$ cat config.mk
export PLATFORM = sky130hd
export DESIGN_NAME = time_ordered_event_queue_top
export DESIGN_NICKNAME = d
export VERILOG_FILES = /design/src/hw/rtl/toq_pkg.sv /design/src/hw/rtl/toq_ctrl.sv /design/src/hw/rtl/toq_dpath.sv /design/src/hw/rtl/time_ordered_event_queue_top.sv
export SDC_FILE = /design/constraint.sdc
export NUM_CORES = 2
export LEC_CHECK = 0
export BUFFER_PORTS_ARGS = -buffer_cell sky130_fd_sc_hd__buf_2
export CAP_MARGIN = 10
export CORE_MARGIN = 2
export CORE_UTILIZATION = 46
export CTS_CLUSTER_SIZE = 40
export DETAILED_ROUTE_END_ITERATION = 10
export SYNTH_ARGS = -nofsm -noshare
export SYNTH_HDL_FRONTEND = slang
export SYNTH_SLANG_ARGS = --single-unit
$ cat constraint.sdc
create_clock -name clock -period 8.3 [get_ports clock]
set_clock_uncertainty 0.05 [all_clocks]
set_input_delay 1.245 -clock clock [delete_from_list [all_inputs] [get_ports clock]]
set_output_delay 1.245 -clock clock [all_outputs]
set_load 0.03 [all_outputs]
$ cat src/hw/rtl/toq_pkg.sv
// ----------------------------------------------------------------------------
// Time-ordered event queue package
// Shared constants, operation and status codes, and the command and status
// bundles that pass between the controller and the datapath.
// ----------------------------------------------------------------------------
package toq_pkg;

   localparam int DEPTH_DEFAULT = 16;
   localparam int BURST         = 16;
   localparam int BURST_W       = $clog2(BURST + 1);

   localparam int OPCODE_W = 2;
   localparam int DEVICE_W = 8;
   localparam int VALUE_W  = 32;
   localparam int TIME_W   = 32;
   localparam int STATUS_W = 2;
   localparam int COUNT_W  = 5;

   localparam logic [OPCODE_W-1:0] OP_INSERT  = 2'd0;
   localparam logic [OPCODE_W-1:0] OP_PROCESS = 2'd1;
   localparam logic [OPCODE_W-1:0] OP_PEEK    = 2'd2;
   localparam logic [OPCODE_W-1:0] OP_IGNORE  = 2'd3;

   localparam logic [STATUS_W-1:0] ST_INSERTED = 2'd0;
   localparam logic [STATUS_W-1:0] ST_DROPPED  = 2'd1;
   localparam logic [STATUS_W-1:0] ST_EMITTED  = 2'd2;
   localparam logic [STATUS_W-1:0] ST_NONE_DUE = 2'd3;

   typedef struct packed {
      logic                load;
      logic                insert;
      logic                pop;
      logic                emit;
      logic [STATUS_W-1:0] emit_status;
      logic                emit_head;
      logic                emit_last;
   } cmd_type;

   typedef struct packed {
      logic full;
      logic empty;
      logic head_due;
      logic next_due;
   } stat_type;

endpackage

$ cat src/hw/rtl/toq_ctrl.sv
// ----------------------------------------------------------------------------
// Time-ordered event queue controller
// Sequences insert, process and peek items and counts the events emitted
// by one process item.
// ----------------------------------------------------------------------------
module toq_ctrl (
   input  logic                           clock,
   input  logic                           reset,
   input  logic                           start,
   input  logic [toq_pkg::OPCODE_W-1:0]   req_opcode,
   input  toq_pkg::stat_type              stat,
   output toq_pkg::cmd_type               cmd,
   output logic                           busy
);
   import toq_pkg::*;

   localparam logic [1:0] S_IDLE = 2'd0;
   localparam logic [1:0] S_INS  = 2'd1;
   localparam logic [1:0] S_PROC = 2'd2;
   localparam logic [1:0] S_PEEK = 2'd3;

   logic [1:0]         state_ff, state_in;
   logic [BURST_W-1:0] burst_ff, burst_in;
   logic               more;

   assign busy = (state_ff != S_IDLE);
   assign more = stat.next_due && ((burst_ff + BURST_W'(1)) < BURST_W'(BURST));

   always_comb begin
      state_in = state_ff;
      burst_in = '0;
      cmd      = '0;
      unique case (state_ff)
         S_IDLE: begin
            if (start) begin
               cmd.load = 1'b1;
               unique case (req_opcode)
                  OP_INSERT:  state_in = S_INS;
                  OP_PROCESS: state_in = S_PROC;
                  OP_PEEK:    state_in = S_PEEK;
                  default:    state_in = S_IDLE;
               endcase
            end
         end
         S_INS: begin
            cmd.insert      = !stat.full;
            cmd.emit        = 1'b1;
            cmd.emit_status = stat.full ? ST_DROPPED : ST_INSERTED;
            cmd.emit_last   = 1'b1;
            state_in        = S_IDLE;
         end
         S_PEEK: begin
            cmd.emit        = 1'b1;
            cmd.emit_status = stat.empty ? ST_NONE_DUE : ST_EMITTED;
            cmd.emit_head   = !stat.empty;
            cmd.emit_last   = 1'b1;
            state_in        = S_IDLE;
         end
         S_PROC: begin
            cmd.emit = 1'b1;
            if (stat.head_due && (burst_ff < BURST_W'(BURST))) begin
               cmd.pop         = 1'b1;
               cmd.emit_status = ST_EMITTED;
               cmd.emit_head   = 1'b1;
               cmd.emit_last   = !more;
               burst_in        = burst_ff + BURST_W'(1);
               state_in        = more ? S_PROC : S_IDLE;
            end else begin
               cmd.emit_status = ST_NONE_DUE;
               cmd.emit_last   = 1'b1;
               state_in        = S_IDLE;
            end
         end
         default: begin
            state_in = S_IDLE;
         end
      endcase
   end

   always_ff @(posedge clock) begin
      if (reset) begin
         state_ff <= S_IDLE;
         burst_ff <= '0;
      end else begin
         state_ff <= state_in;
         burst_ff <= burst_in;
      end
   end

endmodule

$ cat src/hw/rtl/toq_dpath.sv
// ----------------------------------------------------------------------------
// Time-ordered event queue datapath
// A row of sorted event cells with shift-insert and pop-from-head, the
// captured request fields and the registered result.
// ----------------------------------------------------------------------------
module toq_dpath #(
   parameter int DEPTH = toq_pkg::DEPTH_DEFAULT
) (
   input  logic                                clock,
   input  logic                                reset,
   input  toq_pkg::cmd_type                    cmd,
   output toq_pkg::stat_type                   stat,
   input  logic        [toq_pkg::DEVICE_W-1:0] req_device_id,
   input  logic signed [toq_pkg::VALUE_W-1:0]  req_event_value,
   input  logic        [toq_pkg::TIME_W-1:0]   req_event_time,
   input  logic        [toq_pkg::TIME_W-1:0]   req_now_time,
   output logic                                rsp_strobe,
   output logic        [toq_pkg::STATUS_W-1:0] rsp_status,
   output logic        [toq_pkg::DEVICE_W-1:0] rsp_out_device,
   output logic signed [toq_pkg::VALUE_W-1:0]  rsp_out_value,
   output logic        [toq_pkg::TIME_W-1:0]   rsp_out_time,
   output logic                                rsp_last_of_run,
   output logic        [toq_pkg::COUNT_W-1:0]  rsp_queue_count
);
   import toq_pkg::*;

   localparam int CW = $clog2(DEPTH + 1);

   logic        [TIME_W-1:0]   time_ff [DEPTH];
   logic        [TIME_W-1:0]   time_in [DEPTH];
   logic        [DEVICE_W-1:0] dev_ff  [DEPTH];
   logic        [DEVICE_W-1:0] dev_in  [DEPTH];
   logic signed [VALUE_W-1:0]  val_ff  [DEPTH];
   logic signed [VALUE_W-1:0]  val_in  [DEPTH];
   logic        [DEPTH-1:0]    ge;

   logic        [CW-1:0]       count_ff, count_in;
   logic        [DEVICE_W-1:0] new_dev_ff;
   logic signed [VALUE_W-1:0]  new_val_ff;
   logic        [TIME_W-1:0]   new_time_ff;
   logic        [TIME_W-1:0]   now_ff;

   logic                       rsp_strobe_ff;
   logic        [STATUS_W-1:0] rsp_status_ff;
   logic        [DEVICE_W-1:0] rsp_device_ff;
   logic signed [VALUE_W-1:0]  rsp_value_ff;
   logic        [TIME_W-1:0]   rsp_time_ff;
   logic                       rsp_last_ff;
   logic        [COUNT_W-1:0]  rsp_count_ff;

   assign stat.full     = (count_ff == CW'(DEPTH));
   assign stat.empty    = (count_ff == '0);
   assign stat.head_due = !stat.empty && (time_ff[0] <= now_ff);
   assign stat.next_due = (count_ff > CW'(1)) && (time_ff[1] <= now_ff);

   genvar g;
   for (g = 0; g < DEPTH; g++) begin : g_cell
      logic take_new, take_prev;

      assign ge[g] = (CW'(g) < count_ff) && (time_ff[g] <= new_time_ff);

      if (g == 0) begin : g_head
         assign take_new  = !ge[0];
         assign take_prev = 1'b0;
      end else begin : g_body
         assign take_new  = !ge[g] && ge[g-1];
         assign take_prev = !ge[g-1];
      end

      always_comb begin
         time_in[g] = time_ff[g];
         dev_in[g]  = dev_ff[g];
         val_in[g]  = val_ff[g];
         if (cmd.insert) begin
            if (take_new) begin
               time_in[g] = new_time_ff;
               dev_in[g]  = new_dev_ff;
               val_in[g]  = new_val_ff;
            end else if (take_prev) begin
               time_in[g] = time_ff[(g == 0) ? 0 : g - 1];
               dev_in[g]  = dev_ff[(g == 0) ? 0 : g - 1];
               val_in[g]  = val_ff[(g == 0) ? 0 : g - 1];
            end
         end else if (cmd.pop && (g < DEPTH - 1)) begin
            time_in[g] = time_ff[(g < DEPTH - 1) ? g + 1 : g];
            dev_in[g]  = dev_ff[(g < DEPTH - 1) ? g + 1 : g];
            val_in[g]  = val_ff[(g < DEPTH - 1) ? g + 1 : g];
         end
      end

      always_ff @(posedge clock) begin
         time_ff[g] <= time_in[g];
         dev_ff[g]  <= dev_in[g];
         val_ff[g]  <= val_in[g];
      end
   end

   always_comb begin
      count_in = count_ff;
      if (cmd.insert) begin
         count_in = count_ff + CW'(1);
      end else if (cmd.pop) begin
         count_in = count_ff - CW'(1);
      end
   end

   always_ff @(posedge clock) begin
      if (reset) begin
         count_ff      <= '0;
         rsp_strobe_ff <= 1'b0;
      end else begin
         count_ff      <= count_in;
         rsp_strobe_ff <= cmd.emit;
      end
   end

   always_ff @(posedge clock) begin
      if (cmd.load) begin
         new_dev_ff  <= req_device_id;
         new_val_ff  <= req_event_value;
         new_time_ff <= req_event_time;
         now_ff      <= req_now_time;
      end
      if (cmd.emit) begin
         rsp_status_ff <= cmd.emit_status;
         rsp_device_ff <= cmd.emit_head ? dev_ff[0]  : '0;
         rsp_value_ff  <= cmd.emit_head ? val_ff[0]  : '0;
         rsp_time_ff   <= cmd.emit_head ? time_ff[0] : '0;
         rsp_last_ff   <= cmd.emit_last;
         rsp_count_ff  <= COUNT_W'(count_in);
      end
   end

   assign rsp_strobe      = rsp_strobe_ff;
   assign rsp_status      = rsp_status_ff;
   assign rsp_out_device  = rsp_device_ff;
   assign rsp_out_value   = rsp_value_ff;
   assign rsp_out_time    = rsp_time_ff;
   assign rsp_last_of_run = rsp_last_ff;
   assign rsp_queue_count = rsp_count_ff;

endmodule

$ cat src/hw/rtl/time_ordered_event_queue_top.sv
// ----------------------------------------------------------------------------
// Time-ordered event queue
// Holds up to DEPTH events sorted by due time, first come first served on
// equal times; inserts, emits due events from the head and peeks the head.
//
//   Channel   Ports                        Handshake
//   request   req_*                        start high while busy low
//   result    rsp_*                        rsp_strobe, high with each result
//
// An insert or peek first captures the request; then an insert updates
// the cell row, and either item registers its result.
// A process item first captures the request, then emits due events back to
// back (at most BURST), each popping one cell from the head of the row.
// Each result is registered in the cycle after the controller issues it.
// Reset empties the queue at once; there is no clearing pass.
// The receiver cannot stall; busy alone holds off new items.
// ----------------------------------------------------------------------------
module time_ordered_event_queue_top #(
   parameter int DEPTH = toq_pkg::DEPTH_DEFAULT
) (
   input  logic                                clock,
   input  logic                                reset,
   input  logic                                start,
   output logic                                busy,
   input  logic        [toq_pkg::OPCODE_W-1:0] req_opcode,
   input  logic        [toq_pkg::DEVICE_W-1:0] req_device_id,
   input  logic signed [toq_pkg::VALUE_W-1:0]  req_event_value,
   input  logic        [toq_pkg::TIME_W-1:0]   req_event_time,
   input  logic        [toq_pkg::TIME_W-1:0]   req_now_time,
   output logic                                rsp_strobe,
   output logic        [toq_pkg::STATUS_W-1:0] rsp_status,
   output logic        [toq_pkg::DEVICE_W-1:0] rsp_out_device,
   output logic signed [toq_pkg::VALUE_W-1:0]  rsp_out_value,
   output logic        [toq_pkg::TIME_W-1:0]   rsp_out_time,
   output logic                                rsp_last_of_run,
   output logic        [toq_pkg::COUNT_W-1:0]  rsp_queue_count
);
   import toq_pkg::*;

   cmd_type  cmd;
   stat_type stat;

   toq_ctrl u_ctrl (
      .clock      (clock),
      .reset      (reset),
      .start      (start),
      .req_opcode (req_opcode),
      .stat       (stat),
      .cmd        (cmd),
      .busy       (busy)
   );

   toq_dpath #(
      .DEPTH (DEPTH)
   ) u_dpath (
      .clock           (clock),
      .reset           (reset),
      .cmd             (cmd),
      .stat            (stat),
      .req_device_id   (req_device_id),
      .req_event_value (req_event_value),
      .req_event_time  (req_event_time),
      .req_now_time    (req_now_time),
      .rsp_strobe      (rsp_strobe),
      .rsp_status      (rsp_status),
      .rsp_out_device  (rsp_out_device),
      .rsp_out_value   (rsp_out_value),
      .rsp_out_time    (rsp_out_time),
      .rsp_last_of_run (rsp_last_of_run),
      .rsp_queue_count (rsp_queue_count)
   );

endmodule

==> results.yml <==
outcome:
  status: "complete, no violations"
timing:
  setup_viol: 0
  fin_setup_tns_ns: 0
  period_share_pct: 78.0
  fin_ws_ns: 1.82
  whs_ns: 0.422
  rsz0062_at_grt: "no"
  slew_headroom_pct: 10.8
  clock.fmax_mhz: 154
  min_period_ns: 6.48
  tightest_slew_ns: 1.33
  maxSlewViolCount: 0
  finalHoldViolations: 0
synth:
  syn_area_per_cell_um2: 10.8
  synth.top_cells.by_area: "edfxtp_1 (52%), ha_1 (9.4%), mux2i_1 (7.5%)"
  synth_fp_nets: 7898
  ys_seq_area_share_pct: 52.1
  yosys_warnings: 0
  ys_ff_latch: 1349
  syn_inst: 7207
  synth_commonest_cells: "edfxtp_1 (1336), nand2_1 (910), a21oi_1 (671)"
  synth_top_area_share_pct: 51.8
  synth.largest_area_cell: "edfxtp_1"
  synth_area_um2: 77500
  synth-edff-count: 1336
  yosysMostFrequentCell: "edfxtp_1"
  synth_cell_type_count: 72
  synthFlopType: "edfxtp_1"
  async_flop_share_pct: 0
route:
  drt-pass1-iter-count: 6
  drc_errors: 0
  wl_mm: 279
  via_per_inst: 6.44
  drt_iter0_drc: 7589
  antenna_left: 0
  wl_per_cell_um: 29.5
  vias: 60900
power_and_ir_drop:
  p_leak_nw: 33.2
  power.density_nw_per_um2: 199
  total_power_w: 0.0170
  p_int_w: 0.0124
  ir_drop_v: 0.000216
  switchingPower_w: 0.00464
  comb_power_share_pct: 11.3
  swShare_pct: 27.2
  pwr-share-seq_pct: 47.9
  clockPowerShare_pct: 40.7
floorplan:
  core_um2: 167000
  die-height_um: 414
  initial_core_util_pct: 46.3
  rows: 150
  ios: 191
  die_x_um: 414
  die-area_um2: 172000
placed_design:
  dp.final_hpwl_mm: 176
  io_buffers: 190
  place_ws_ns: 2.03
  place.gp.congestion: 0.973
critical_path:
  start_kind: "flop"
  cp_cell_sequence: "inv_1, ha_1, nand2_1, nor4_1, o21ai_1, o211ai_1, a21oi_1, or2_4, a31oi_4, buf_4, buf_4"
  cp_slowest_cell: "nor4_1"
  worstPathMaxFanout: 36
  cp-end-kind: "flop"
  slowest_delay_ns: 0.98
  critical_path_class: "flop to flop"
  cp_data_arrival_time_ns: 6.88
  cp_data_required_time_ns: 8.70
  path_common_cell: "buf_4"
finish:
  n_fill_cell: 14800
  areaGrowthSynthToFinish_pct: 10.3
  nets: 7817
  final_util_pct: 51.1
  drive_above_1_share_pct: 9.09
grt:
  grt.total_usage_pct: 31.4
  grt_pass1_wl_mm: 402
  grt_start_max_net_pins: 264
  grt-ovfl-total: 0
  grt_pass1_vias: 57500
  antenna_found_initial: 10
hold_path:
  hold_class: "flop to flop"
clock_tree:
  htreeDepth: 4
  ctsHoldBuffers: 0
  cts_tree: "yes"
  clock_latency_ns: 0.84
  post_cts_buffers: 0
  cts_resized: 0
  numCtsBuffers: 157
  cts-root-buf: "clkbuf_16"
  clk_pin_slew_ns: 0.06
  cts.sinks: 1349
  cts_buffer_depth: 3
flow_run:
  timing.max_cap.violations: 0
worst max-delay path: cells and delay by family, from the launching register on:
kind	cells	cell delay [ns]
DFF	1	0.72
buffers and inverters	3	1.83
and+or+nand+nor	3	1.45
AOI/OAI and AO/OA	4	1.56
adders and majority gates	1	0.46
final cells by class:
cell class / instances / area [um^2] / area share [%]
timing repair buffer: 316 / 2110 / 2.47
antenna: 6 / 15.0 / 0.0176
inverter: 109 / 412 / 0.481
clock buffer: 209 / 4190 / 4.90
sequential: 1349 / 40400 / 47.2
clock inverter: 72 / 811 / 0.948
tap: 2204 / 2760 / 3.22
multi-input combinational: 5193 / 34800 / 40.7
kinds of logic after synthesis:
logic type	count (synthesis)	share of synthesized area, %
AND/OR/NAND/NOR	1899	10.6
AO/OA/AOI/OAI	2055	15.4
adder cells (fa/ha/maj)	582	9.40
multiplexers	652	8.88
buffers and inverters	665	3.59
flip-flops	1349	52.1
XOR/XNOR	5	0.0565
state kept, by name, indices dropped and copies added, names as in the netlist:
signal	flops
u_dpath.rsp_out_time	32
u_dpath.now_ff	32
u_ctrl.state_ff	2
u_dpath.rsp_queue_count	5
u_dpath.rsp_strobe	1
u_ctrl.burst_ff	5
u_dpath.new_val_ff	32
u_dpath.rsp_out_device	8
u_dpath.rsp_status	2
u_dpath.rsp_last_of_run	1
u_dpath.new_time_ff	32
u_dpath.count_ff	5
u_dpath.val_ff	512
u_dpath.time_ff	512
u_dpath.dev_ff	128
u_dpath.rsp_out_value	32
u_dpath.new_dev_ff	8
final timing paths:
kind                                           from                               end  slack, ns  cells after the start
setup / recovery  u_dpath.new_time_ff[11]$_DFFE_PP_  u_dpath.val_ff[1][162]$_DFFE_PP_       1.82                     11
hold / removal        u_ctrl.burst_ff[0]$_SDFF_PP0_     u_ctrl.burst_ff[0]$_SDFF_PP0_       0.42                      1
setup reg to reg  u_dpath.new_time_ff[11]$_DFFE_PP_  u_dpath.val_ff[1][162]$_DFFE_PP_       1.82                     11
hold reg to reg       u_ctrl.burst_ff[0]$_SDFF_PP0_     u_ctrl.burst_ff[0]$_SDFF_PP0_       0.42                      1
metrics by stage:
| stage | std cells | instance area, um^2 |
|---|---|---|
| 6_report | 9458 | 85500 |
| 5_1_grt | 9452 | 85500 |
| 4_1_cts | 9451 | 85500 |
| 3_5_place_dp | 9170 | 80500 |
| 3_3_place_gp | 9166 | 80400 |
| 2_1_floorplan | 7207 | 77500 |
power by group through the flow:
stage               Sequential, W  Clock [W]  Combinational [W]
detailed placement        0.00830          0            0.00190
floorplan                 0.00821          0            0.00123
finish                    0.00817    0.00694            0.00193
global placement          0.00829          0            0.00185
CTS                       0.00816    0.00702            0.00190
global route              0.00819    0.00727            0.00211
layout by cell type, fill, tap and decap left out, drive strengths merged, types with 6 or more instances in the layout:
cell type / count
mux2: 75
bufinv: 11
clkbuf: 209
o21a: 6
a22oi: 7
and2: 6
and3: 82
nor2: 472
a31oi: 230
and4: 9
dfxtp: 13
nor3: 32
nand2: 910
diode: 6
ha: 582
o21ai: 667
nand3: 189
a21boi: 7
nor4: 27
nand2b: 9
nand4: 122
nor2b: 22
a221o: 6
clkinv: 55
edfxtp: 1336
o211ai: 318
inv: 114
a21oi: 671
a2111oi: 8
a211oi: 17
mux2i: 577
a221oi: 12
buf: 316
a21o: 72
per-layer routing:
| layer | vias up | track usage, % | part of all wire [%] |
|---|---|---|---|
| li1 | 27100 | - | - |
| met1 | 30100 | 43.5 | 42 |
| met2 | 3122 | 48.9 | 45 |
| met3 | 556 | 5.51 | 8.5 |
| met4 | 10 | 12.7 | 4.3 |
| met5 | - | 0 | 0.022 |
No activity file was read; power rests on OpenSTA's default activity.
